### src/hw/rtl/modbus_tcp_response_parser_defines.svh
// assertion macros for the modbus tcp response parser
// used by files that check their own logic; no other dependencies
`ifndef MODBUS_TCP_RESPONSE_PARSER_DEFINES_SVH
`define MODBUS_TCP_RESPONSE_PARSER_DEFINES_SVH

// checked only outside reset
`define MBTCP_ASSERT(lbl, prop, msg) \
  lbl: assert property (@(posedge clk_i) disable iff (!rst_ni) (prop)) else $error(msg);

// checked at every edge, reset included
`define MBTCP_ASSERT_ALWAYS(lbl, prop, msg) \
  lbl: assert property (@(posedge clk_i) (prop)) else $error(msg);

`endif

### src/hw/rtl/mbtcp_pkg.sv
// shared types and constants of the modbus tcp response parser
// no dependencies
`timescale 1ns / 1ps

package mbtcp_pkg;

  localparam int unsigned PosW      = 9;
  localparam int unsigned FifoDepth = 4;

  localparam logic [PosW-1:0] HeaderBytes = 9'd9;
  localparam logic [PosW-1:0] PosMax      = 9'd511;

  // function codes
  localparam logic [7:0] FcReadCoils    = 8'h01;
  localparam logic [7:0] FcReadDiscrete = 8'h02;
  localparam logic [7:0] FcReadHolding  = 8'h03;
  localparam logic [7:0] FcReadInput    = 8'h04;
  localparam logic [7:0] FcWriteCoil    = 8'h05;
  localparam logic [7:0] FcWriteReg     = 8'h06;
  localparam logic [7:0] FcWriteCoils   = 8'h0F;
  localparam logic [7:0] FcWriteRegs    = 8'h10;

  // result kinds
  localparam logic [1:0] KindWord   = 2'd0;
  localparam logic [1:0] KindCoil   = 2'd1;
  localparam logic [1:0] KindStatus = 2'd2;

  // frame status codes
  localparam logic [1:0] StatOk        = 2'd0;
  localparam logic [1:0] StatDataErr   = 2'd1;
  localparam logic [1:0] StatProtoErr  = 2'd2;
  localparam logic [1:0] StatException = 2'd3;

  typedef struct packed {
    logic [7:0] data_byte;
    logic       frame_end;
  } in_t;

  typedef struct packed {
    logic [1:0]  item_kind;
    logic [15:0] item_value;
    logic [1:0]  frame_status;
    logic [7:0]  exception_code;
    logic        is_last;
  } res_t;

  // which result slots the parser fills for one byte
  typedef struct packed {
    logic v0;
    logic v1;
  } push_t;

endpackage

### src/hw/rtl/mbtcp_parser.sv
// per-byte frame state and result formation for the modbus tcp parser
// depends on mbtcp_pkg
`timescale 1ns / 1ps

module mbtcp_parser (
  input  logic                 clk_i,
  input  logic                 rst_ni,
  input  logic                 accept_i,
  input  mbtcp_pkg::in_t       in_data_i,
  input  logic [15:0]          exp_tid_i,
  output mbtcp_pkg::res_t      res0_o,
  output mbtcp_pkg::res_t      res1_o,
  output mbtcp_pkg::push_t     push_o
);

  localparam int unsigned PosW = mbtcp_pkg::PosW;

  logic [PosW-1:0] pos_q, pos_d;
  logic [15:0]     tid_q, tid_d;
  logic            bad_q, bad_d;
  logic [7:0]      fc_q, fc_d;
  logic [7:0]      cnt_q, cnt_d;
  logic [7:0]      hold_q, hold_d;

  logic            data_v;
  mbtcp_pkg::res_t data_res;
  mbtcp_pkg::res_t stat_res;
  logic [PosW-1:0] idx;
  logic [PosW:0]   len;
  logic [7:0]      b;
  logic            fend;

  assign b    = in_data_i.data_byte;
  assign fend = in_data_i.frame_end;
  assign idx  = pos_q - mbtcp_pkg::HeaderBytes;
  assign len  = {1'b0, pos_q} + (PosW+1)'(1);

  always_comb begin
    pos_d    = pos_q;
    tid_d    = tid_q;
    bad_d    = bad_q;
    fc_d     = fc_q;
    cnt_d    = cnt_q;
    hold_d   = hold_q;
    data_v   = 1'b0;
    data_res = '0;
    stat_res = '0;
    stat_res.item_kind = mbtcp_pkg::KindStatus;
    stat_res.is_last   = 1'b1;

    if (accept_i) begin
      if (pos_q == PosW'(0)) begin
        tid_d = {b, 8'h00};
      end else if (pos_q == PosW'(1)) begin
        tid_d = {tid_q[15:8], b};
        if ({tid_q[15:8], b} != exp_tid_i) begin
          bad_d = 1'b1;
        end
      end else if (pos_q == PosW'(2) || pos_q == PosW'(3)) begin
        if (b != 8'h00) begin
          bad_d = 1'b1;
        end
      end else if (pos_q == PosW'(7)) begin
        fc_d = b;
      end else if (pos_q == PosW'(8)) begin
        cnt_d = b;
      end else if (pos_q >= mbtcp_pkg::HeaderBytes && !bad_q) begin
        if (idx < {{(PosW-8){1'b0}}, cnt_q}) begin
          if (fc_q == mbtcp_pkg::FcReadHolding || fc_q == mbtcp_pkg::FcReadInput) begin
            // even offset is the high byte, odd offset closes the word
            if (!idx[0]) begin
              hold_d = b;
            end else begin
              data_v = 1'b1;
              data_res.item_kind  = mbtcp_pkg::KindWord;
              data_res.item_value = {hold_q, b};
            end
          end else if (fc_q == mbtcp_pkg::FcReadCoils ||
                       fc_q == mbtcp_pkg::FcReadDiscrete) begin
            data_v = 1'b1;
            data_res.item_kind  = mbtcp_pkg::KindCoil;
            data_res.item_value = {8'h00, b};
          end
        end
      end

      if (pos_q != mbtcp_pkg::PosMax) begin
        pos_d = pos_q + PosW'(1);
      end

      if (fend) begin
        // status uses the header state as updated by this byte
        if (len < {1'b0, mbtcp_pkg::HeaderBytes}) begin
          stat_res.frame_status = mbtcp_pkg::StatDataErr;
        end else if (bad_d) begin
          stat_res.frame_status = mbtcp_pkg::StatProtoErr;
        end else if (fc_d[7]) begin
          stat_res.frame_status   = mbtcp_pkg::StatException;
          stat_res.exception_code = cnt_d;
        end else if (fc_d >= mbtcp_pkg::FcReadCoils && fc_d <= mbtcp_pkg::FcReadInput) begin
          if (len < ({1'b0, mbtcp_pkg::HeaderBytes} + {{(PosW-7){1'b0}}, cnt_d})) begin
            stat_res.frame_status = mbtcp_pkg::StatDataErr;
          end else begin
            stat_res.frame_status = mbtcp_pkg::StatOk;
          end
        end else if (fc_d == mbtcp_pkg::FcWriteCoil || fc_d == mbtcp_pkg::FcWriteReg ||
                     fc_d == mbtcp_pkg::FcWriteCoils || fc_d == mbtcp_pkg::FcWriteRegs) begin
          stat_res.frame_status = mbtcp_pkg::StatOk;
        end else begin
          stat_res.frame_status = mbtcp_pkg::StatProtoErr;
        end
        pos_d  = '0;
        tid_d  = '0;
        bad_d  = 1'b0;
        fc_d   = '0;
        cnt_d  = '0;
        hold_d = '0;
      end
    end
  end

  // data result goes first, the status follows in the second slot
  assign res0_o    = data_v ? data_res : stat_res;
  assign res1_o    = stat_res;
  assign push_o.v0 = accept_i && (data_v || fend);
  assign push_o.v1 = accept_i && data_v && fend;

  always_ff @(posedge clk_i or negedge rst_ni) begin
    if (!rst_ni) begin
      pos_q  <= '0;
      tid_q  <= '0;
      bad_q  <= 1'b0;
      fc_q   <= '0;
      cnt_q  <= '0;
      hold_q <= '0;
    end else begin
      pos_q  <= pos_d;
      tid_q  <= tid_d;
      bad_q  <= bad_d;
      fc_q   <= fc_d;
      cnt_q  <= cnt_d;
      hold_q <= hold_d;
    end
  end

endmodule

### src/hw/rtl/mbtcp_result_fifo.sv
// result queue of the modbus tcp parser, takes up to two results per cycle
// depends on mbtcp_pkg; depth must be a power of two, at least 4
`timescale 1ns / 1ps

module mbtcp_result_fifo #(
  parameter int unsigned Depth = mbtcp_pkg::FifoDepth
) (
  input  logic              clk_i,
  input  logic              rst_ni,
  input  mbtcp_pkg::push_t  push_i,
  input  mbtcp_pkg::res_t   res0_i,
  input  mbtcp_pkg::res_t   res1_i,
  output logic              room_o,
  output logic              out_valid_o,
  input  logic              out_ready_i,
  output mbtcp_pkg::res_t   out_data_o
);

  localparam int unsigned PtrW = $clog2(Depth);
  localparam int unsigned CntW = $clog2(Depth + 1);
  localparam logic [CntW-1:0] RoomMax = CntW'(Depth - 2);

  mbtcp_pkg::res_t mem_q [Depth];
  logic [PtrW-1:0] wr_q, wr_d, rd_q, rd_d;
  logic [CntW-1:0] cnt_q, cnt_d;
  logic [PtrW-1:0] wr_nxt;
  logic            pop;

  assign wr_nxt      = wr_q + PtrW'(1);
  assign pop         = out_valid_o && out_ready_i;
  assign out_valid_o = cnt_q != '0;
  assign out_data_o  = mem_q[rd_q];
  // two free words guarantee the next byte can always be taken
  assign room_o      = cnt_q <= RoomMax;

  always_comb begin
    wr_d  = wr_q + PtrW'(push_i.v0) + PtrW'(push_i.v1);
    rd_d  = rd_q + PtrW'(pop);
    cnt_d = cnt_q + CntW'(push_i.v0) + CntW'(push_i.v1) - CntW'(pop);
  end

  always_ff @(posedge clk_i) begin
    if (push_i.v0) begin
      mem_q[wr_q] <= res0_i;
    end
    if (push_i.v1) begin
      mem_q[wr_nxt] <= res1_i;
    end
  end

  always_ff @(posedge clk_i or negedge rst_ni) begin
    if (!rst_ni) begin
      wr_q  <= '0;
      rd_q  <= '0;
      cnt_q <= '0;
    end else begin
      wr_q  <= wr_d;
      rd_q  <= rd_d;
      cnt_q <= cnt_d;
    end
  end

endmodule

### src/hw/rtl/modbus_tcp_response_parser.sv
// Modbus TCP response parser. Takes one frame byte per cycle, with no gaps
// needed, and emits register words, coil bytes and one closing status word per
// frame. Each byte is parsed in the cycle it is accepted and its results land
// in a small result queue (FifoDepth words); the output is read from that
// registered queue, not from the parser; a last byte that completes a data
// word yields the data word and then the status word. Input ready drops only
// while the queue holds more than FifoDepth - 2 words, i.e. when the consumer
// stalls. The expected transaction id register is always writable and must
// only be changed between frames. Words and coil bytes of a frame are sent
// before its status is known; discard them when the status is not success.
`timescale 1ns / 1ps
`include "modbus_tcp_response_parser_defines.svh"

module modbus_tcp_response_parser #(
  parameter int unsigned FifoDepth = mbtcp_pkg::FifoDepth
) (
  input  logic             clk_i,
  input  logic             rst_ni,
  input  logic             in_valid_i,
  output logic             in_ready_o,
  input  mbtcp_pkg::in_t   in_data_i,
  output logic             out_valid_o,
  input  logic             out_ready_i,
  output mbtcp_pkg::res_t  out_data_o,
  input  logic             cfg_valid_i,
  output logic             cfg_ready_o,
  input  logic [15:0]      cfg_data_i
);

  logic [15:0]      exp_tid_q;
  logic             accept;
  mbtcp_pkg::res_t  res0, res1;
  mbtcp_pkg::push_t push;
  logic             room;

  assign cfg_ready_o = 1'b1;
  assign in_ready_o  = room;
  assign accept      = in_valid_i && in_ready_o;

  always_ff @(posedge clk_i or negedge rst_ni) begin
    if (!rst_ni) begin
      exp_tid_q <= '0;
    end else if (cfg_valid_i && cfg_ready_o) begin
      exp_tid_q <= cfg_data_i;
    end
  end

  mbtcp_parser u_parser (
    .clk_i     (clk_i),
    .rst_ni    (rst_ni),
    .accept_i  (accept),
    .in_data_i (in_data_i),
    .exp_tid_i (exp_tid_q),
    .res0_o    (res0),
    .res1_o    (res1),
    .push_o    (push)
  );

  mbtcp_result_fifo #(
    .Depth (FifoDepth)
  ) u_fifo (
    .clk_i       (clk_i),
    .rst_ni      (rst_ni),
    .push_i      (push),
    .res0_i      (res0),
    .res1_i      (res1),
    .room_o      (room),
    .out_valid_o (out_valid_o),
    .out_ready_i (out_ready_i),
    .out_data_o  (out_data_o)
  );

  `MBTCP_ASSERT(a_second_slot_is_status, push.v1 |-> (push.v0 && res1.is_last && res0.item_kind != mbtcp_pkg::KindStatus), "second result is not a status after data")
  `MBTCP_ASSERT(a_frame_end_gives_output, (accept && in_data_i.frame_end) |=> out_valid_o, "no result after frame end")
  `MBTCP_ASSERT_ALWAYS(a_stall_only_when_full, (!in_ready_o) |-> out_valid_o, "input stalled with empty result queue")

endmodule

### config.mk
export PLATFORM = sky130hd
export DESIGN_NAME = modbus_tcp_response_parser
export DESIGN_NICKNAME = d
export VERILOG_FILES = /design/src/hw/rtl/mbtcp_pkg.sv /design/src/hw/rtl/mbtcp_parser.sv /design/src/hw/rtl/mbtcp_result_fifo.sv /design/src/hw/rtl/modbus_tcp_response_parser.sv
export VERILOG_INCLUDE_DIRS = /design/src /design/src/hw/rtl
export SDC_FILE = /design/constraint.sdc
export NUM_CORES = 1
export LEC_CHECK = 0
export CAP_MARGIN = 20
export CORE_MARGIN = 3
export CORE_UTILIZATION = 47
export CTS_BUF_LIST = sky130_fd_sc_hd__clkbuf_4
export DETAILED_ROUTE_END_ITERATION = 6
export DONT_BUFFER_PORTS = 1
export PLACE_DENSITY = 0.67
export SLEW_MARGIN = 20
export SYNTH_ARGS = -nofsm -noshare
export SYNTH_HDL_FRONTEND = slang
export SYNTH_SLANG_ARGS = --single-unit
### constraint.sdc
create_clock -name clk_i -period 4.9 [get_ports clk_i]
set_clock_uncertainty 0.2 [all_clocks]
set_input_delay 0.245 -clock clk_i [delete_from_list [all_inputs] [get_ports clk_i]]
set_output_delay 0.245 -clock clk_i [all_outputs]
set_load 0.1 [all_outputs]
==> run_results.csv <==
group,metric,value,unit
yosys,netlist_area,8770,um^2
power,power.density,447,nW/um^2
final_layout,diodes,0,
critical_path,path_cells,"or3_1, a2111oi_0, xor2_1, ha_1, inv_1, o2111ai_1, or2_2, or4_1, ha_1, inv_1, fa_1, fa_1, xnor2_1",
drt,drcViolationCount,0,
floorplanning,ios,62,
global_routing,grt_antenna_before_repair,0,
critical_path,worstPathArrival,4.93,ns
critical_path,r2r_start,"u_parser.pos_q[1]",
yosys,synth_top_area_cell,"dfrtp_1",
yosys,synth.net_count,846,
clock_tree,cts_tree,"built",
global_routing,grt-ovfl-total,0,
sta,worst_slew_pin_slew,1.05,ns
drt,first_pass_iters,4,
critical_path,cp-start-kind,"flop",
sta,hold_slack,0.0479,ns
sta,finalCritPeriodShare,94.2,%
final_layout,final_nets,899,
critical_path,rrSetupSlack,0.28,ns
drt,ant_nets,0,
placed_design,pre_cts_slack,0.187,ns
global_routing,grt_pass1_wl,38300,um
placed_design,detailed_place_hpwl,16300,um
power,leakage,3.88,nW
critical_path,r2r_end,"u_fifo.cnt_q[2]",
sta,slew_violations,0,
power,switching_share,44.9,%
floorplanning,die_area,20300,um^2
yosys,synth_most_common_cell,"dfxtp_1",
power,p_clk_share,18.7,%
power,p_seq_share,41.6,%
yosys,synth_edf_count,40,
drt,viasPerCell,6.21,
power,switchingPower,1.99,mW
yosys,ys.flop_type,"dfxtp_1",
floorplanning,initial_utilization,48.3,%
worst_hold_path,hp-class,"in2async",
drt,totalWireLength,24300,um
yosys,synthArstFlopShare,36.7,%
global_routing,grt_pass1_vias,6895,
final_layout,drive_above_1_share,16.2,%
sta,period_needed,4.62,ns
critical_path,cp-end-kind,"flop",
clock_tree,cts_max_level,4,
yosys,synthTopCellsByCount,"dfxtp_1, dfrtp_1, a22o_1, nor2_1, nand2_1",
clock_tree,insertion_delay,0.59,ns
yosys,yosys_warnings,0,
critical_path,crit_type,"reg2reg",
clock_tree,clkSinkCount,177,
yosys,syn_avg_cell_area,11.1,um^2
yosys,ys_types,69,
job,cap_violations,0,
placed_design,gp_congestion,0.906,
sta,fmax,0.217,GHz
final_layout,syn2layout_area_growth,13.2,%
global_routing,grt_max_degree,66,
status,status,"finished, final reports clean",
sta,rsz0062_at_grt,"false",
sta,slew_headroom,30.4,%
floorplanning,num_rows,49,
critical_path,r2r_cells,13,
power,ir_drop,175,uV
clock_tree,clockBufferDepth,2,
clock_tree,clkTransAtPathRegs,0.16,ns
power,p_int,2.44,mW
drt,drt-initial-drc-count,549,
floorplanning,die-height,143,um
sta,fin_setup_tns,0,ns
floorplanning,die_w,143,um
sta,finalHoldViolations,0,
drt,wl_per_cell,22.4,um
power,combPwrFrac,39.7,%
yosys,syn_inst,788,
critical_path,critical-path-max-stage-delay,0.53,ns
sta,fin_ws,0.283,ns
sta,setup_violations,0,
placed_design,portBuffers,0,
clock_tree,numCtsBuffers,17,
yosys,yosysTopAreaCellShare,18.6,%
critical_path,crit_slowest_cell,"a2111oi_0",
drt,num_vias,6728,
floorplanning,core,18100,um^2
critical_path,required,5.21,ns
yosys,ys_seq_elements,177,
critical_path,crit_fanout,10,
global_routing,grt_usage,24.4,%
yosys,seq_area_frac_synth,48.7,%
clock_tree,cts-root-buf,"clkbuf_4",
yosys,ys_top_cells_by_area,"dfrtp_1, dfxtp_1, edfxtp_1, mux4_2, a22o_1",
==> layout make-up <==
class	count	area, um^2
fillers	1553	8220
multi-input cells	525	4150
inverters	35	131
repair buffers	85	808
flip-flops and latches	177	4270
clock buffers	18	135
clock inverters	14	141
well taps	229	287
==> per-stage QoR <==
step	total power [mW]	area [um^2]	cells	util [%]
final	4.43	9920	1083	54.7
after global routing	4.65	9920	1083	54.7
after CTS	4.43	9910	1083	54.6
after detailed placement	3.55	9060	997	49.9
after global placement	3.51	9060	997	49.9
after floorplan	3.20	8770	788	-
==> sequential cells by signal, indices dropped and copies added, names as in the netlist, 3 cells and up <==
signal           flops
u_parser.tid_q       8
u_fifo.mem_q       112
u_parser.cnt_q       8
u_parser.pos_q       9
u_parser.fc_q        8
u_fifo.cnt_q         3
u_parser.hold_q      8
exp_tid_q           16
==> routing by layer <==
layer | GRT usage (%) | part of all wire (%) | vias to the layer above
met5 | 0 | 0 | -
met4 | 7.55 | 2.1 | 0
met3 | 4.77 | 6.1 | 48
met2 | 40.8 | 49 | 238
met1 | 32.3 | 43 | 3402
li1 | - | - | 3040
==> power groups by stage <==
stage	registers [mW]	logic, mW	clock network [mW]
floorplan	1.73	1.47	0
global placement	1.87	1.64	0
detailed placement	1.88	1.67	0
CTS	1.85	1.74	0.847
global route	1.88	1.87	0.902
finish	1.85	1.76	0.829
==> kinds of logic after synthesis <==
| kind of cell | share of synthesized area, % |
|---|---|
| other | 0.0428 |
| muxes | 11.3 |
| DFF | 48.7 |
| xor gates and xnor gates | 3.70 |
| buffers and inverters | 4.10 |
| and+or+nand+nor | 12.8 |
| AOI/OAI and AO/OA | 15.1 |
| adders and majority gates | 4.25 |
==> worst max-delay path by stage <==
stage | startpoint | to | slack (ns) | depth (start not counted)
4_1_cts | u_parser.pos_q[0] | u_fifo.cnt_q[2] | 0.15 | 16
6_report | u_parser.pos_q[1] | u_fifo.cnt_q[2] | 0.28 | 13
2_1_floorplan | u_parser.pos_q[2] | u_fifo.cnt_q[2] | 0.34 | 15
3_3_place_gp | u_parser.pos_q[0] | u_fifo.cnt_q[2] | 0.35 | 16
3_5_place_dp | u_parser.pos_q[0] | u_fifo.cnt_q[2] | 0.19 | 16
5_1_grt | u_parser.pos_q[0] | u_fifo.cnt_q[2] | 0.02 | 16
==> worst max-delay path: cells and delay by family (launching register included) <==
kind	cells	cell delay (ns)
buf+inv	2	0.11
flops	1	0.50
xor+xnor	2	0.31
simple gates	3	1.26
compound gates	2	0.71
fa+ha+maj	4	1.45
==> timing repair <==
action                                  CTS  global route
endpoints found under the setup margin    0             8
gates resized for setup                   0             6
hold buffers                             54             0
buffers inserted                          0             0
hold endpoints to repair                183             0
==> placed cells by master, fill, tap and decap left out, drive strengths merged, types with 5 or more instances in the layout <==
cell type	instances
dfxtp	72
o21ai	35
xnor2	24
nor4	11
mux4	28
dlygate4sd3	52
nand2	41
nand4	6
or3	6
or4	8
ha	25
a21oi	19
nor2	72
mux2	17
xor2	13
a22o	64
nor3	35
mux2i	17
buf	33
dfrtp	65
o22ai	7
and3	6
a22oi	19
edfxtp	40
nand3	6
clkbuf	18
inv	44
nor2b	5
Note: power is estimated with default switching activity, not from simulation.
